==> src/rtl/adpcmb_pkg.sv <==
package adpcmb_pkg;

    localparam int SAMPLE_W = 16;
    localparam int PRED_W   = 18;
    localparam int DIFF_W   = 19;
    localparam int MAG_W    = 18;
    localparam int STEP_W   = 15;
    localparam int REM_W    = 20;
    localparam int Q_W      = 3;
    localparam int NIB_W    = 4;
    localparam int BYTE_W   = 8;
    localparam int DELTA_W  = 16;
    localparam int NS_W     = 16;
    localparam int FACT_W   = 8;
    localparam int BIT_W    = 2;

    localparam logic [STEP_W-1:0] STEP_MIN = 15'd127;
    localparam logic [STEP_W-1:0] STEP_MAX = 15'd24576;
    localparam logic [BIT_W-1:0]  TOP_BIT  = 2'd2;

    function automatic logic [FACT_W-1:0] step_factor(input logic [Q_W-1:0] q);
        logic [FACT_W-1:0] f;
        unique case (q)
            3'd4:    f = 8'd77;
            3'd5:    f = 8'd102;
            3'd6:    f = 8'd128;
            3'd7:    f = 8'd153;
            default: f = 8'd57;
        endcase
        return f;
    endfunction

    typedef struct packed {
        logic             load;
        logic             diff;
        logic             div;
        logic [BIT_W-1:0] div_bit;
        logic             mul;
        logic             upd;
    } dp_cmd_t;

    typedef struct packed {
        logic odd;
    } dp_status_t;

endpackage

==> src/rtl/adpcm_b_delta_encoder.sv <==
// ADPCM-B delta encoder: 16-bit signed PCM in, packed 4-bit codes out.
//
// Input channel: sample, last_sample with sample_valid / sample_stall. A beat
// is taken when sample_valid is high and sample_stall is low.
// Output channel: adpcm_byte with byte_valid / byte_stall. One byte comes out
// for every second sample of a block, the earlier code in the high nibble.
// A sample with last_sample set ends the block: state returns to reset and a
// code left without a partner is dropped.
//
// Timing: a sample passes through accept, difference, three quotient steps,
// multiply and update. A byte is registered in the update step of the sample
// that completes it. The next sample is accepted while that byte waits.
// If the receiver stalls, the byte holds; a following byte-completing sample
// waits in its update step until the output register frees.
// Reset: predictor 0, step size 127, no pending code, output empty.
module adpcm_b_delta_encoder
    import adpcmb_pkg::*;
(
    input  logic                       clk,
    input  logic                       rst_n,
    input  logic                       sample_valid,
    output logic                       sample_stall,
    input  logic signed [SAMPLE_W-1:0] sample,
    input  logic                       last_sample,
    output logic                       byte_valid,
    input  logic                       byte_stall,
    output logic [BYTE_W-1:0]          adpcm_byte
);

    dp_cmd_t    cmd;
    dp_status_t status;

    adpcmb_ctrl u_ctrl (
        .clk          (clk),
        .rst_n        (rst_n),
        .sample_valid (sample_valid),
        .sample_stall (sample_stall),
        .byte_valid   (byte_valid),
        .byte_stall   (byte_stall),
        .status       (status),
        .cmd          (cmd)
    );

    adpcmb_datapath u_datapath (
        .clk         (clk),
        .rst_n       (rst_n),
        .cmd         (cmd),
        .sample      (sample),
        .last_sample (last_sample),
        .status      (status),
        .adpcm_byte  (adpcm_byte)
    );

endmodule

==> src/rtl/adpcmb_datapath.sv <==
module adpcmb_datapath
    import adpcmb_pkg::*;
(
    input  logic                       clk,
    input  logic                       rst_n,
    input  dp_cmd_t                    cmd,
    input  logic signed [SAMPLE_W-1:0] sample,
    input  logic                       last_sample,
    output dp_status_t                 status,
    output logic [BYTE_W-1:0]          adpcm_byte
);

    logic [SAMPLE_W-1:0] sample_reg;
    logic                last_reg;
    logic [PRED_W-1:0]   pred_reg,    pred_next;
    logic [STEP_W-1:0]   step_reg,    step_next;
    logic [NIB_W-1:0]    pending_reg, pending_next;
    logic                odd_reg,     odd_next;
    logic                neg_reg;
    logic [REM_W-1:0]    rem_reg;
    logic [Q_W-1:0]      q_reg;
    logic [DELTA_W-1:0]  delta_reg;
    logic [NS_W-1:0]     ns_reg;
    logic [BYTE_W-1:0]   byte_reg;

    logic [DIFF_W-1:0]   diff;
    logic [MAG_W-1:0]    mag;
    logic [REM_W-1:0]    rem4;
    logic [REM_W-1:0]    step8;
    logic [REM_W-1:0]    trial;
    logic [DIFF_W-1:0]   dprod;
    logic [22:0]         nprod;
    logic [NIB_W-1:0]    code;

    always_comb
    begin
        diff  = {{(DIFF_W-SAMPLE_W){sample_reg[SAMPLE_W-1]}}, sample_reg}
              - {pred_reg[PRED_W-1], pred_reg};
        mag   = diff[DIFF_W-1] ? MAG_W'(-diff) : diff[MAG_W-1:0];
        rem4  = {mag, 2'b00};
        step8 = {2'b00, step_reg, 3'b000};
        trial = REM_W'({5'b00000, step_reg}) << cmd.div_bit;
        dprod = DIFF_W'({q_reg, 1'b1}) * DIFF_W'(step_reg);
        nprod = 23'(step_factor(q_reg)) * 23'(step_reg);
        code  = {neg_reg, q_reg};
    end

    always_comb
    begin
        pred_next    = neg_reg ? pred_reg - PRED_W'(delta_reg) : pred_reg + PRED_W'(delta_reg);
        if (ns_reg < NS_W'(STEP_MIN))
            step_next = STEP_MIN;
        else if (ns_reg > NS_W'(STEP_MAX))
            step_next = STEP_MAX;
        else
            step_next = ns_reg[STEP_W-1:0];
        pending_next = odd_reg ? pending_reg : code;
        odd_next     = !odd_reg;
        if (last_reg)
        begin
            pred_next    = '0;
            step_next    = STEP_MIN;
            pending_next = '0;
            odd_next     = 1'b0;
        end
    end

    always_ff @(posedge clk or negedge rst_n)
    begin
        if (!rst_n)
        begin
            pred_reg    <= '0;
            step_reg    <= STEP_MIN;
            pending_reg <= '0;
            odd_reg     <= 1'b0;
        end
        else if (cmd.upd)
        begin
            pred_reg    <= pred_next;
            step_reg    <= step_next;
            pending_reg <= pending_next;
            odd_reg     <= odd_next;
        end
    end

    always_ff @(posedge clk)
    begin
        if (cmd.load)
        begin
            sample_reg <= sample;
            last_reg   <= last_sample;
        end
        if (cmd.diff)
        begin
            neg_reg <= diff[DIFF_W-1];
            rem_reg <= rem4;
            q_reg   <= (rem4 >= step8) ? 3'd7 : 3'd0;
        end
        if (cmd.div && q_reg != 3'd7 && rem_reg >= trial)
        begin
            rem_reg          <= rem_reg - trial;
            q_reg[cmd.div_bit] <= 1'b1;
        end
        if (cmd.mul)
        begin
            delta_reg <= dprod[DIFF_W-1:3];
            ns_reg    <= nprod[21:6];
        end
        if (cmd.upd && odd_reg)
            byte_reg <= {pending_reg, code};
    end

    assign status.odd = odd_reg;
    assign adpcm_byte = byte_reg;

endmodule

==> src/rtl/adpcmb_ctrl.sv <==
module adpcmb_ctrl
    import adpcmb_pkg::*;
(
    input  logic       clk,
    input  logic       rst_n,
    input  logic       sample_valid,
    output logic       sample_stall,
    output logic       byte_valid,
    input  logic       byte_stall,
    input  dp_status_t status,
    output dp_cmd_t    cmd
);

    typedef enum logic [2:0] {
        S_IDLE,
        S_DIFF,
        S_DIV,
        S_MUL,
        S_UPD
    } state_t;

    state_t           state_reg;
    logic [BIT_W-1:0] bit_reg;
    logic             byte_valid_reg;

    always_comb
    begin
        cmd.load    = (state_reg == S_IDLE) && sample_valid;
        cmd.diff    = (state_reg == S_DIFF);
        cmd.div     = (state_reg == S_DIV);
        cmd.div_bit = bit_reg;
        cmd.mul     = (state_reg == S_MUL);
        cmd.upd     = (state_reg == S_UPD) && !(status.odd && byte_valid_reg && byte_stall);
    end

    always_ff @(posedge clk or negedge rst_n)
    begin
        if (!rst_n)
        begin
            state_reg      <= S_IDLE;
            bit_reg        <= TOP_BIT;
            byte_valid_reg <= 1'b0;
        end
        else
        begin
            if (cmd.upd && status.odd)
                byte_valid_reg <= 1'b1;
            else if (!byte_stall)
                byte_valid_reg <= 1'b0;

            unique case (state_reg)
                S_IDLE:
                begin
                    if (sample_valid)
                        state_reg <= S_DIFF;
                end
                S_DIFF:
                begin
                    bit_reg   <= TOP_BIT;
                    state_reg <= S_DIV;
                end
                S_DIV:
                begin
                    bit_reg <= bit_reg - BIT_W'(1);
                    if (bit_reg == '0)
                        state_reg <= S_MUL;
                end
                S_MUL:
                begin
                    state_reg <= S_UPD;
                end
                S_UPD:
                begin
                    if (cmd.upd)
                        state_reg <= S_IDLE;
                end
                default:
                begin
                    state_reg <= S_IDLE;
                end
            endcase
        end
    end

    assign sample_stall = (state_reg != S_IDLE);
    assign byte_valid   = byte_valid_reg;

    // a finished byte is never overwritten while the receiver holds it
    a_no_overwrite: assert property (@(posedge clk) disable iff (!rst_n)
        (cmd.upd && status.odd) |-> !(byte_valid_reg && byte_stall))
        else $error("byte overwritten while stalled");

    // one sample in flight at a time
    a_one_in_flight: assert property (@(posedge clk) disable iff (!rst_n)
        (sample_valid && !sample_stall) |=> sample_stall)
        else $error("second sample accepted during encode");

    // quotient loop always runs from the top bit
    a_div_start: assert property (@(posedge clk) disable iff (!rst_n)
        (state_reg == S_DIFF) |=> (state_reg == S_DIV && bit_reg == TOP_BIT))
        else $error("quotient loop did not start at top bit");

    // a new byte shows up only right after an update beat
    a_byte_src: assert property (@(posedge clk) disable iff (!rst_n)
        $rose(byte_valid_reg) |-> $past(cmd.upd && status.odd))
        else $error("byte valid without update");

endmodule

==> config.mk <==
export PLATFORM = sky130hd
export DESIGN_NAME = adpcm_b_delta_encoder
export DESIGN_NICKNAME = d
export VERILOG_FILES = /design/src/rtl/adpcmb_pkg.sv /design/src/rtl/adpcm_b_delta_encoder.sv /design/src/rtl/adpcmb_datapath.sv /design/src/rtl/adpcmb_ctrl.sv
export SDC_FILE = /design/constraint.sdc
export NUM_CORES = 1
export LEC_CHECK = 0
export BUFFER_PORTS_ARGS = -buffer_cell sky130_fd_sc_hd__buf_2
export CAP_MARGIN = 20
export CORE_MARGIN = 2
export CORE_UTILIZATION = 50
export DETAILED_ROUTE_END_ITERATION = 8
export HOLD_SLACK_MARGIN = 0.1
export PLACE_DENSITY = 0.66
export SYNTH_ARGS = -nofsm -noshare
export SYNTH_HDL_FRONTEND = slang
export SYNTH_SLANG_ARGS = --single-unit
==> constraint.sdc <==
create_clock -name clk -period 7.75 [get_ports clk]
set_clock_uncertainty 0.15 [all_clocks]
set_input_delay 0.3875 -clock clk [delete_from_list [all_inputs] [get_ports clk]]
set_output_delay 0.3875 -clock clk [all_outputs]
set_load 0.02 [all_outputs]
==> results.json <==
{
  "rsz0062_at_grt": "false",
  "grt_max_degree": 45,
  "drt_iter0_markers": 902,
  "clk_latency_ns": 0.43,
  "place_area_um2": 14060,
  "core_um2": 26880,
  "crit_arrival_ns": 6.43,
  "viasPerCell": 5.644,
  "final.setup.tns_ns": 0,
  "start_util": 0.5074,
  "nets": 1784,
  "reg2reg_slack_ns": 1.33,
  "yosysMostFrequentCell": "inv_1",
  "synth_area_leaders": "edfxtp_1 (17%), fa_1 (15%), ha_1 (12%)",
  "cts-root-buf": "clkbuf_16",
  "synthArstFlopShare": 0.3520,
  "dpl.hpwl_um": 26240,
  "hp-class": "in -> reg",
  "synth-compound-area-share": 0.1448,
  "antenna_found_initial": 0,
  "final_cell_area_um2": 14880,
  "synth_top_area_frac": 0.1717,
  "largest_register_ffs": 20,
  "post-cts-setup-buffers": 0,
  "hold_viol_final": 0,
  "dieHeight_um": 169.2,
  "cts_made_buffers": 17,
  "setup_violations": 0,
  "crit_start": "u_datapath.q_reg[2]",
  "maxSlewViolCount": 0,
  "fin_crit_ns": 6.416,
  "crit_top_cell": "fa_1",
  "syn-num-nets": 1765,
  "grt_pass1_wl_um": 55320,
  "relSlewSlack": 0.3761,
  "cts_resized": 0,
  "synth_area_um2": 13640,
  "syn_avg_cell_area_um2": 9.050,
  "syn-instance-count": 1507,
  "maxCapViolations": 0,
  "required_ns": 7.77,
  "finalWirelength_um": 33810,
  "drc": 0,
  "r2r-end": "u_datapath.ns_reg[15]",
  "synth_ff_type": "edfxtp_1",
  "ys_types": 82,
  "synthXorXnorAreaFrac": 0.06349,
  "r2r_start": "u_datapath.q_reg[2]",
  "worst_slew_pin_slew_ns": 0.9359,
  "crit_path_end": "u_datapath.ns_reg[15]",
  "place_congestion": 0.9104,
  "detail_route.first_pass.iterations": 5,
  "area_growth_pct": 9.101,
  "hold_buffers": 19,
  "critPathMaxFanout": 26,
  "h-tree-depth": 4,
  "critical_path.max_stage_delay_ns": 0.79,
  "crit_path_end_kind": "flip-flop",
  "worstRegToRegCells": 19,
  "die_area_um2": 28610,
  "instances_no_fill": 1880,
  "cts_tree": "yes",
  "grt.overflow.total": 0,
  "grt_pass1_vias": 10580,
  "holdPathStages": 3,
  "path_cells": "buf_4, and2_1, nor2_1, fa_1, fa_1, inv_1, fa_1, fa_1, inv_1, ha_1, a21oi_1, o21bai_1, a31oi_1, a21oi_1, and4_1, o31a_1, a21o_1, a21oi_1, xnor2_1",
  "synth-seq-cells": 125,
  "fillCellCount": 2423,
  "multi_input_area_um2": 9096,
  "synth_area_leader_cell": "edfxtp_1",
  "vias": 10610,
  "drive_gt1_frac": 0.07862,
  "worstSetupPathType": "reg -> reg",
  "n_antenna_cell": 0,
  "max_freq_ghz": 0.1559,
  "cts_buffer_depth": 2,
  "portBuffers": 30,
  "crit_slowest_cell": "dfxtp_1",
  "period_share": 0.8279,
  "ant_nets": 0,
  "wl_per_cell_um": 17.98,
  "grtUsageTotal": 0.2471,
  "status": "completed",
  "synth-seq-area-share": 0.2576,
  "rows": 60,
  "synth-edff-count": 78,
  "ys_warn_count": 0,
  "synth-adder-area-share": 0.2752,
  "cts.sinks": 125,
  "cp-start-kind": "flip-flop",
  "io_pins": 31,
  "synth_top_family_by_area": "adder cells",
  "hold_ws_ns": 0.1692,
  "synth_common_cells": "inv_1 (211), nand2_1 (139), ha_1 (132)",
  "synthSimpleGateAreaFrac": 0.1654,
  "register_area_um2": 3513,
  "cts.clk_slew.worst_paths_ns": 0.06,
  "die_w_um": 169.2,
  "placedCellCount": 1828,
  "synthMuxAreaShare": 0.01780
}
metrics by stage:
step | worst slack [ns] | util
2_1_floorplan | 2.068 | -
3_3_place_gp | 1.461 | 0.5230
3_5_place_dp | 1.363 | 0.5230
4_1_cts | 1.352 | 0.5529
5_1_grt | 0.9546 | 0.5536
6_report | 1.334 | 0.5536
worst min-delay path by stage:
stage                                    from                  endpoint  slack, ns
floorplan                               rst_n         u_ctrl.bit_reg[0]      -0.06
global placement    u_datapath.pending_reg[1]  u_datapath.adpcm_byte[5]       0.31
detailed placement  u_datapath.pending_reg[2]  u_datapath.adpcm_byte[6]       0.32
CTS                              sample_valid       u_ctrl.state_reg[0]       0.15
global route                     sample_valid       u_ctrl.state_reg[0]       0.16
finish                           sample_valid       u_ctrl.state_reg[0]       0.17
cells in the final DEF (no fill, tap or decap), drive strengths merged, types with 21 or more instances in the layout:
master,n
and3,33
clkbuf,21
ha,132
edfxtp,78
inv,213
dfrtp,36
and2,40
buf,41
xor2,30
nand3,26
nor3,38
a21o,23
nand2,139
fa,105
a21oi,104
o21ai,65
nor2,89
xnor2,68
logic make-up after synthesis:
logic type,Yosys count
AND/OR/NAND/NOR,455
AO/OA/AOI/OAI,300
buffers and inverters,272
adder cells (fa/ha/maj),237
flip-flops,125
XOR/XNOR,98
multiplexers,20
layer usage:
| metal | global-route usage | vias up | part of all wire |
|---|---|---|---|
| li1 | - | 5147 | - |
| met1 | 0.3323 | 5110 | 0.45 |
| met2 | 0.4176 | 301 | 0.47 |
| met3 | 0.03265 | 53 | 0.045 |
| met4 | 0.07469 | 0 | 0.026 |
| met5 | 0 | - | 0 |
layout make-up:
cell class,count,share of cell area
sequential,125,0.2361
clock buffer,21,0.03237
tap,341,0.02867
multi-input combinational,1110,0.6113
timing repair buffer,60,0.02926
inverter,212,0.05348
clock inverter,11,0.008745
worst max-delay path: cells and delay by family (launching register included):
| family | cells | cell delay [ns] |
|---|---|---|
| fa+ha+maj | 5 | 2.34 |
| xor+xnor | 1 | 0.08 |
| compound gates | 7 | 1.56 |
| simple gates | 3 | 0.75 |
| buf+inv | 3 | 0.47 |
| flops | 1 | 0.79 |
Power is not shown: default switching activity piles up to over one toggle a cycle in this logic, so the estimate is an artifact.
